## config.mk

```make
export PLATFORM = sky130hd
export DESIGN_NAME = running_window_average
export DESIGN_NICKNAME = d
export VERILOG_FILES = /design/src/rtl/rwa_pkg.sv /design/src/rtl/rwa_front.sv /design/src/rtl/rwa_div.sv /design/src/rtl/rwa_back.sv /design/src/rtl/running_window_average.sv
export SDC_FILE = /design/constraint.sdc
export NUM_CORES = 1
export LEC_CHECK = 0
export ABC_AREA = 0
export BUFFER_PORTS_ARGS = -buffer_cell sky130_fd_sc_hd__buf_2
export CORE_UTILIZATION = 40
export DETAILED_ROUTE_END_ITERATION = 10
export PLACE_DENSITY = 0.55
export SLEW_MARGIN = 30
export SYNTH_ARGS = -nofsm -noshare
export SYNTH_HDL_FRONTEND = slang
export SYNTH_SLANG_ARGS = --single-unit
```

## constraint.sdc

```tcl
create_clock -name i_clk -period 5.2 [get_ports i_clk]
set_clock_uncertainty 0.05 [all_clocks]
set_input_delay 1.04 -clock i_clk [delete_from_list [all_inputs] [get_ports i_clk]]
set_output_delay 1.04 -clock i_clk [all_outputs]
set_load 0.03 [all_outputs]
```

## src/rtl/rwa_pkg.sv

```systemverilog
package rwa_pkg;

    localparam int SAMPLE_W = 16;
    localparam int WIN_W    = 5;
    localparam int TOTAL_W  = 21;
    localparam int MAG_W    = 20;
    localparam int STEP_W   = 5;
    localparam int ADDR_W   = 3;
    localparam int DATA_W   = 32;

    localparam logic [WIN_W-1:0] WIN_RESET = WIN_W'(16);
    localparam logic [WIN_W-1:0] WIN_MIN   = WIN_W'(2);

    // Word index of the window length register.
    localparam logic REG_WINDOW = 1'b0;

    typedef struct packed {
        logic                       valid;
        logic signed [SAMPLE_W-1:0] sample;
    } t_q_item;

    typedef struct packed {
        logic                      start;
        logic signed [TOTAL_W-1:0] dividend;
        logic [WIN_W-1:0]          divisor;
    } t_div_req;

    typedef struct packed {
        logic                       done;
        logic signed [SAMPLE_W-1:0] quotient;
    } t_div_rsp;

endpackage

```

## src/rtl/rwa_front.sv

```systemverilog
module rwa_front (
    input  logic                               i_clk,
    input  logic                               i_rst_n,
    input  logic                               i_valid,
    output logic                               o_ready,
    input  logic signed [rwa_pkg::SAMPLE_W-1:0] i_sample,
    output rwa_pkg::t_q_item                   o_item,
    input  logic                               i_pop
);
    import rwa_pkg::*;

    // Two-entry queue between the input port and the arithmetic.
    logic signed [SAMPLE_W-1:0] r_data [2];
    logic       r_wp, r_rp;
    logic [1:0] r_cnt;
    logic       push, pop;

    assign o_ready = (r_cnt != 2'd2);
    assign push    = i_valid && o_ready;
    assign pop     = i_pop && (r_cnt != 2'd0);

    assign o_item.valid  = (r_cnt != 2'd0);
    assign o_item.sample = r_data[r_rp];

    always_ff @(posedge i_clk) begin
        if (!i_rst_n) begin
            r_wp  <= 1'b0;
            r_rp  <= 1'b0;
            r_cnt <= 2'd0;
        end else begin
            if (push) begin
                r_wp <= ~r_wp;
            end
            if (pop) begin
                r_rp <= ~r_rp;
            end
            unique case ({push, pop})
                2'b10:   r_cnt <= r_cnt + 2'd1;
                2'b01:   r_cnt <= r_cnt - 2'd1;
                default: r_cnt <= r_cnt;
            endcase
        end
    end

    always_ff @(posedge i_clk) begin
        if (push) begin
            r_data[r_wp] <= i_sample;
        end
    end

endmodule

```

## src/rtl/rwa_div.sv

```systemverilog
module rwa_div (
    input  logic              i_clk,
    input  logic              i_rst_n,
    input  rwa_pkg::t_div_req i_req,
    output rwa_pkg::t_div_rsp o_rsp
);
    import rwa_pkg::*;

    // Restoring divider on the magnitude, one quotient bit per cycle.
    logic                r_busy;
    logic [STEP_W-1:0]   r_step;
    logic                r_neg;
    logic [MAG_W-1:0]    r_mag;
    logic [WIN_W-1:0]    r_rem;
    logic [WIN_W-1:0]    r_den;
    logic                r_done;
    logic [SAMPLE_W-1:0] r_quot;

    logic [WIN_W:0]      rem_sh;
    logic                ge;
    logic [WIN_W:0]      rem_sub;
    logic [MAG_W-1:0]    mag_nx;
    logic [TOTAL_W-1:0]  abs_in;
    logic [SAMPLE_W-1:0] q_low;

    assign abs_in  = i_req.dividend[TOTAL_W-1] ? (-i_req.dividend) : i_req.dividend;
    assign rem_sh  = {r_rem, r_mag[MAG_W-1]};
    assign ge      = (rem_sh >= {1'b0, r_den});
    assign rem_sub = rem_sh - {1'b0, r_den};
    assign mag_nx  = {r_mag[MAG_W-2:0], ge};
    assign q_low   = mag_nx[SAMPLE_W-1:0];

    assign o_rsp.done     = r_done;
    assign o_rsp.quotient = r_quot;

    always_ff @(posedge i_clk) begin
        if (!i_rst_n) begin
            r_busy <= 1'b0;
            r_done <= 1'b0;
            r_step <= '0;
        end else begin
            r_done <= r_busy && !i_req.start && (r_step == STEP_W'(MAG_W - 1));
            if (i_req.start) begin
                r_busy <= 1'b1;
                r_step <= '0;
            end else if (r_busy) begin
                r_step <= r_step + STEP_W'(1);
                if (r_step == STEP_W'(MAG_W - 1)) begin
                    r_busy <= 1'b0;
                end
            end
        end
    end

    always_ff @(posedge i_clk) begin
        if (i_req.start) begin
            r_neg <= i_req.dividend[TOTAL_W-1];
            r_mag <= abs_in[MAG_W-1:0];
            r_rem <= '0;
            r_den <= i_req.divisor;
        end else if (r_busy) begin
            r_mag <= mag_nx;
            r_rem <= ge ? rem_sub[WIN_W-1:0] : rem_sh[WIN_W-1:0];
            if (r_step == STEP_W'(MAG_W - 1)) begin
                r_quot <= r_neg ? (-q_low) : q_low;
            end
        end
    end

endmodule

```

## src/rtl/rwa_back.sv

```systemverilog
module rwa_back #(
    parameter int DEPTH = 16
) (
    input  logic                                i_clk,
    input  logic                                i_rst_n,
    input  logic                                i_clear,
    input  logic [rwa_pkg::WIN_W-1:0]           i_window,
    input  rwa_pkg::t_q_item                    i_item,
    output logic                                o_pop,
    output logic                                o_valid,
    input  logic                                i_ready,
    output logic signed [rwa_pkg::SAMPLE_W-1:0] o_average
);
    import rwa_pkg::*;

    localparam int SLOT_W = $clog2(DEPTH);
    localparam int CMP_W  = (SLOT_W + 1 > WIN_W) ? SLOT_W + 1 : WIN_W;

    typedef enum logic [1:0] {
        ST_IDLE,
        ST_UPD,
        ST_DIV,
        ST_OUT
    } t_state;

    t_state                      r_state;
    logic [SLOT_W-1:0]           r_slot;
    logic signed [TOTAL_W-1:0]   r_total;
    logic                        r_filled;
    logic [DEPTH-1:0]            r_vld;
    logic signed [SAMPLE_W-1:0]  r_sample;
    logic signed [SAMPLE_W-1:0]  r_rd_data;
    logic                        r_rd_vld;
    logic signed [SAMPLE_W-1:0]  r_res;
    logic                        r_o_valid;
    logic signed [SAMPLE_W-1:0]  r_o_avg;
    logic signed [SAMPLE_W-1:0]  r_mem [DEPTH];

    logic signed [SAMPLE_W-1:0]  old_val;
    logic signed [TOTAL_W-1:0]   n_total;
    logic [SLOT_W:0]             slot_inc;
    logic [CMP_W-1:0]            slot_cmp;
    logic                        wrap;
    logic [SLOT_W-1:0]           n_slot;
    logic                        n_filled;
    logic [WIN_W-1:0]            count;
    t_div_req                    div_req;
    t_div_rsp                    div_rsp;

    // An entry not written since the last clear reads as zero.
    assign old_val  = r_rd_vld ? r_rd_data : '0;
    assign n_total  = r_total - TOTAL_W'(old_val) + TOTAL_W'(r_sample);
    assign slot_inc = {1'b0, r_slot} + (SLOT_W + 1)'(1);
    assign slot_cmp = CMP_W'(slot_inc);
    assign wrap     = (slot_cmp >= CMP_W'(i_window));
    assign n_slot   = wrap ? '0 : slot_inc[SLOT_W-1:0];
    assign n_filled = r_filled || wrap;
    assign count    = n_filled ? i_window : slot_cmp[WIN_W-1:0];

    assign div_req.start    = (r_state == ST_UPD);
    assign div_req.dividend = n_total;
    assign div_req.divisor  = count;

    assign o_pop     = (r_state == ST_IDLE) && i_item.valid;
    assign o_valid   = r_o_valid;
    assign o_average = r_o_avg;

    rwa_div u_div (
        .i_clk   (i_clk),
        .i_rst_n (i_rst_n),
        .i_req   (div_req),
        .o_rsp   (div_rsp)
    );

    always_ff @(posedge i_clk) begin
        if (!i_rst_n) begin
            r_state   <= ST_IDLE;
            r_slot    <= '0;
            r_total   <= '0;
            r_filled  <= 1'b0;
            r_vld     <= '0;
            r_o_valid <= 1'b0;
        end else if (i_clear) begin
            r_slot   <= '0;
            r_total  <= '0;
            r_filled <= 1'b0;
            r_vld    <= '0;
        end else begin
            if (r_o_valid && i_ready && (r_state != ST_OUT)) begin
                r_o_valid <= 1'b0;
            end
            unique case (r_state)
                ST_IDLE: begin
                    if (i_item.valid) begin
                        r_sample <= i_item.sample;
                        r_state  <= ST_UPD;
                    end
                end
                ST_UPD: begin
                    r_total       <= n_total;
                    r_slot        <= n_slot;
                    r_filled      <= n_filled;
                    r_vld[r_slot] <= 1'b1;
                    r_state       <= ST_DIV;
                end
                ST_DIV: begin
                    if (div_rsp.done) begin
                        r_res   <= div_rsp.quotient;
                        r_state <= ST_OUT;
                    end
                end
                ST_OUT: begin
                    if (!r_o_valid || i_ready) begin
                        r_o_valid <= 1'b1;
                        r_o_avg   <= r_res;
                        r_state   <= ST_IDLE;
                    end
                end
                default: r_state <= ST_IDLE;
            endcase
        end
    end

    always_ff @(posedge i_clk) begin
        r_rd_data <= r_mem[r_slot];
        r_rd_vld  <= r_vld[r_slot];
        if (r_state == ST_UPD) begin
            r_mem[r_slot] <= r_sample;
        end
    end

endmodule

```

## src/rtl/running_window_average.sv

```systemverilog
// Running average of signed 16-bit samples over a window of recent items.
// Input channel: i_valid / o_ready with i_sample. Output channel: o_valid /
// i_ready with o_average, exactly one result per input item, in order.
// Configuration: an APB-style port holds the window length at address 0.
// Values below 2 read as 2 and values above DEPTH read as DEPTH; a write
// clears the stored samples, the running sum and the fill state.
// From acceptance an item passes through the input queue, the sample store
// read, the serial divider that produces one quotient bit per cycle, the
// quotient capture and the output register. The divider handles one item
// at a time, so the next item leaves the queue only once the previous
// result has been loaded into the output register.
// A two-entry input queue takes items while the divider is busy, and
// the output register holds a finished result while i_ready is low; when
// the queue is full o_ready drops.
// Reset (synchronous, i_rst_n low) empties the queue and output register,
// clears the store and sum, and sets the window length to 16 (or DEPTH if
// smaller).
module running_window_average #(
    parameter int DEPTH = 16
) (
    input  logic                                i_clk,
    input  logic                                i_rst_n,
    input  logic                                i_valid,
    output logic                                o_ready,
    input  logic signed [rwa_pkg::SAMPLE_W-1:0] i_sample,
    output logic                                o_valid,
    input  logic                                i_ready,
    output logic signed [rwa_pkg::SAMPLE_W-1:0] o_average,
    input  logic                                psel,
    input  logic                                penable,
    input  logic                                pwrite,
    input  logic [rwa_pkg::ADDR_W-1:0]          paddr,
    input  logic [rwa_pkg::DATA_W-1:0]          pwdata,
    output logic [rwa_pkg::DATA_W-1:0]          prdata,
    output logic                                pready
);
    import rwa_pkg::*;

    localparam int WinMaxI = (DEPTH > 31) ? 31 : DEPTH;
    localparam int WinRstI = (DEPTH > 16) ? 16 : DEPTH;
    localparam logic [WIN_W-1:0] WIN_MAX = WIN_W'(WinMaxI);
    localparam logic [WIN_W-1:0] WIN_RST = WIN_W'(WinRstI);

    logic [WIN_W-1:0] r_window;
    logic [WIN_W-1:0] raw_win;
    logic [WIN_W-1:0] n_window;
    logic             cfg_wr;
    t_q_item          q_item;
    logic             q_pop;

    assign pready  = 1'b1;
    assign cfg_wr  = psel && penable && pwrite && (paddr[2] == REG_WINDOW);
    assign raw_win = pwdata[WIN_W-1:0];
    assign prdata  = (paddr[2] == REG_WINDOW) ? DATA_W'(r_window) : '0;

    always_comb begin
        priority if (raw_win < WIN_MIN) begin
            n_window = WIN_MIN;
        end else if (raw_win > WIN_MAX) begin
            n_window = WIN_MAX;
        end else begin
            n_window = raw_win;
        end
    end

    always_ff @(posedge i_clk) begin
        if (!i_rst_n) begin
            r_window <= (WIN_RST < WIN_RESET) ? WIN_RST : WIN_RESET;
        end else if (cfg_wr) begin
            r_window <= n_window;
        end
    end

    rwa_front u_front (
        .i_clk    (i_clk),
        .i_rst_n  (i_rst_n),
        .i_valid  (i_valid),
        .o_ready  (o_ready),
        .i_sample (i_sample),
        .o_item   (q_item),
        .i_pop    (q_pop)
    );

    rwa_back #(
        .DEPTH (DEPTH)
    ) u_back (
        .i_clk     (i_clk),
        .i_rst_n   (i_rst_n),
        .i_clear   (cfg_wr),
        .i_window  (r_window),
        .i_item    (q_item),
        .o_pop     (q_pop),
        .o_valid   (o_valid),
        .i_ready   (i_ready),
        .o_average (o_average)
    );

endmodule

```

==> impl_metrics.env <==
export IMPL_outcome="complete, but fails checks"
export IMPL_failed_checks="design-rule violations"
export IMPL_ys_seq_area_share_pct=64.3
export IMPL_top_usage_layer="met2"
export IMPL_rsz0062_at_grt="no"
export IMPL_wl_per_cell_um=19.1
export IMPL_hold_violations=0
export IMPL_clkLatencyLatePin_ns=0.61
export IMPL_clock_sinks=461
export IMPL_grtUsageMet1_pct=22.2
export IMPL_synthCells=1355
export IMPL_drt_pass1_iterations=8
export IMPL_synth_edf_count=378
export IMPL_fin_area_sq_um=23000
export IMPL_drtIter0Drc=844
export IMPL_critPathSlowestCell="edfxtp_1"
export IMPL_synth_seq_cells=461
export IMPL_htreeDepth=2
export IMPL_drv_cap=0
export IMPL_crit_top_cell="inv_1"
export IMPL_r2r_setup_slack_ns=0.49
export IMPL_irDropWorstVdd_mv=0.361
export IMPL_port_buffers=51
export IMPL_placed_area_sq_um=21300
export IMPL_area_delta_synth_final_pct=13.9
export IMPL_fp_row_count=82
export IMPL_yosysTopAreaCell="edfxtp_1"
export IMPL_fin_crit_sh_pct=90.7
export IMPL_layout_common_cells="edfxtp_1 (378), nor2_1 (130), inv_1 (104), mux4_2 (85), dfxtp_1 (80)"
export IMPL_via_count=10900
export IMPL_clockBufferDepth=3
export IMPL_critical_path_class="reg -> reg"
export IMPL_gr_usage_all_layers_pct=16.6
export IMPL_powerDensity_nw_per_um2=682
export IMPL_antenna_found_initial=1
export IMPL_ant_nets=0
export IMPL_relSlewSlack_pct=36.2
export IMPL_synthesis_area_sq_um=20200
export IMPL_hpwl_mm=25.0
export IMPL_slew_viol_final=0
export IMPL_yosys_warnings=0
export IMPL_layout_commonest_cell="edfxtp_1"
export IMPL_cp_arrival_ns=4.99
export IMPL_grt_pass1_vias=11000
export IMPL_startpoint_type="register"
export IMPL_start_util_pct=40.4
export IMPL_globalplace_congestion=0.793
export IMPL_die_y_um=227
export IMPL_hold_path_class="reg -> reg"
export IMPL_cp_required_ns=5.47
export IMPL_fin_nets=1561
export IMPL_clk_pin_slew_ns=0.06
export IMPL_worst_slew_pin_slew_ns=0.951
export IMPL_multi_input_area_sq_um=6540
export IMPL_die_w_um=227
export IMPL_setup_viol=0
export IMPL_wl_mm=41.0
export IMPL_grt_pass1_wl_mm=64.0
export IMPL_num_io_pins=109
export IMPL_p_leak_uw=0.00802
export IMPL_fill_cells=4497
export IMPL_yosysTopAreaCellShare_pct=56.1
export IMPL_slowest_delay_ns=0.66
export IMPL_grt_ovfl_total=0
export IMPL_crit_fanout=17
export IMPL_fp_dieArea_sq_um=51500
export IMPL_worstSetupEndpointType="register"
export IMPL_fin_tns_setup_ns=0
export IMPL_fmax_mhz=212
export IMPL_drc=1
export IMPL_cts_setup_buffers=0
export IMPL_synthTopCellsByArea="edfxtp_1 (56%), mux4_2 (9.5%), dfxtp_1 (8.2%)"
export IMPL_cp_top_family="compound AO/OA/AOI/OAI gates"
export IMPL_core_sq_um=50100
export IMPL_use_met3_pct=2.27
export IMPL_ys_types=75
export IMPL_drive_gt1_share_pct=19.6
export IMPL_vias_per_cell=5.09
export IMPL_hold_buffers=0
export IMPL_ys_flop_type="edfxtp_1"
export IMPL_regArea_sq_um=13000
export IMPL_synthArstFlopShare_pct=0
export IMPL_fin_crit_ns=4.71
export IMPL_cts_resized=0
export IMPL_cp_cell_sequence="inv_1 > fa_1 > inv_1 > ha_1 > or2_0 > a2111oi_0 > o21ai_1 > a22oi_4 > o2111ai_2 > a2111oi_4 > a21oi_1 > xnor2_1 > mux2_2"
export IMPL_avgSynthCellArea_sq_um=14.9
export IMPL_cts_root_buffer="clkbuf_16"
export IMPL_cts_tree="done"
export IMPL_gr_usage_met2_pct=27.5
export IMPL_n_antenna_cell=0
export IMPL_worst_path_buf_inv=2
export IMPL_numCtsBuffers=48
export IMPL_grt_start_max_net_pins=79
per-layer routing:
metal	vias up	share of wire (%)
li1	5163	-
met2	197	49
met5	-	0
met3	72	3.3
met1	5505	45
met4	0	2.8
power by group:
| part | internal [uW] | switching (uW) | leakage [uW] |
|---|---|---|---|
| logic | 2840 | 4000 | 0.00306 |
| clock network | 2260 | 1470 | 0.000852 |
| registers | 4720 | 424 | 0.00411 |
| total | 9820 | 5890 | 0.00802 |
Yosys cell counts, types with 8 or more instances:
cell type,n
a21oi_1,56
nand2_1,42
nand3_1,14
mux4_2,85
and3_1,9
clkbuf_1,35
mux2i_1,20
nor2_1,130
ha_1,45
mux2_2,20
a21o_1,8
buf_4,28
inv_1,104
nor3_1,12
o21ai_0,26
edfxtp_1,378
xor2_1,18
fa_1,21
dfxtp_1,83
and2_1,33
buf_1,11
a211oi_1,13
xnor2_1,40
state kept, by name, indices dropped and copies added (netlist names), 20 cells and up:
register and count:
u_back.r_mem 256, u_front.r_data 32, u_back.r_total 21, u_back.u_div.r_mag 20
worst paths after layout:
check	end	startpoint	cells after the start
setup / recovery	u_back.u_div.r_mag[16]	u_back.r_sample[2]	13
hold reg to reg	u_back.o_average[13]	u_back.r_res[13]	0
hold / removal	u_back.o_average[13]	u_back.r_res[13]	0
setup reg to reg	u_back.u_div.r_mag[16]	u_back.r_sample[2]	13
per-stage QoR:
step / total power [uW] / std cells / worst slack, ns / utilization [%] / hold slack [ns]
finish: 15700 / 2149 / 0.485 / 46.0 / 0.367
detailed placement: 12100 / 2059 / 0.494 / 42.5 / 0.355
global placement: 12000 / 2059 / 0.629 / 42.5 / 0.355
global route: 16900 / 2149 / 0.154 / 46.0 / 0.373
CTS: 15900 / 2149 / 0.458 / 46.0 / 0.368
floorplan: 10500 / 1381 / 1.15 / - / 0.350
area by class of cell:
type                    count  share of cell area, %
clock inverters            23                   1.62
repair buffers             84                   2.18
inverters                 105                   1.71
flip-flops and latches    461                   56.5
multi-input cells         737                   28.4
clock buffers              67                   5.96
well taps                 672                   3.65
cell families after synthesis:
logic type                 share of synthesized area [%]
AOI/OAI and AO/OA                                   5.47
xor gates and xnor gates                            2.51
adders and majority gates                           4.86
buffers and inverters                               3.97
DFF                                                 64.3
muxes                                               11.6
other                                             0.0371
and+or+nand+nor                                     7.27
No activity file was read; power rests on OpenSTA's default activity.
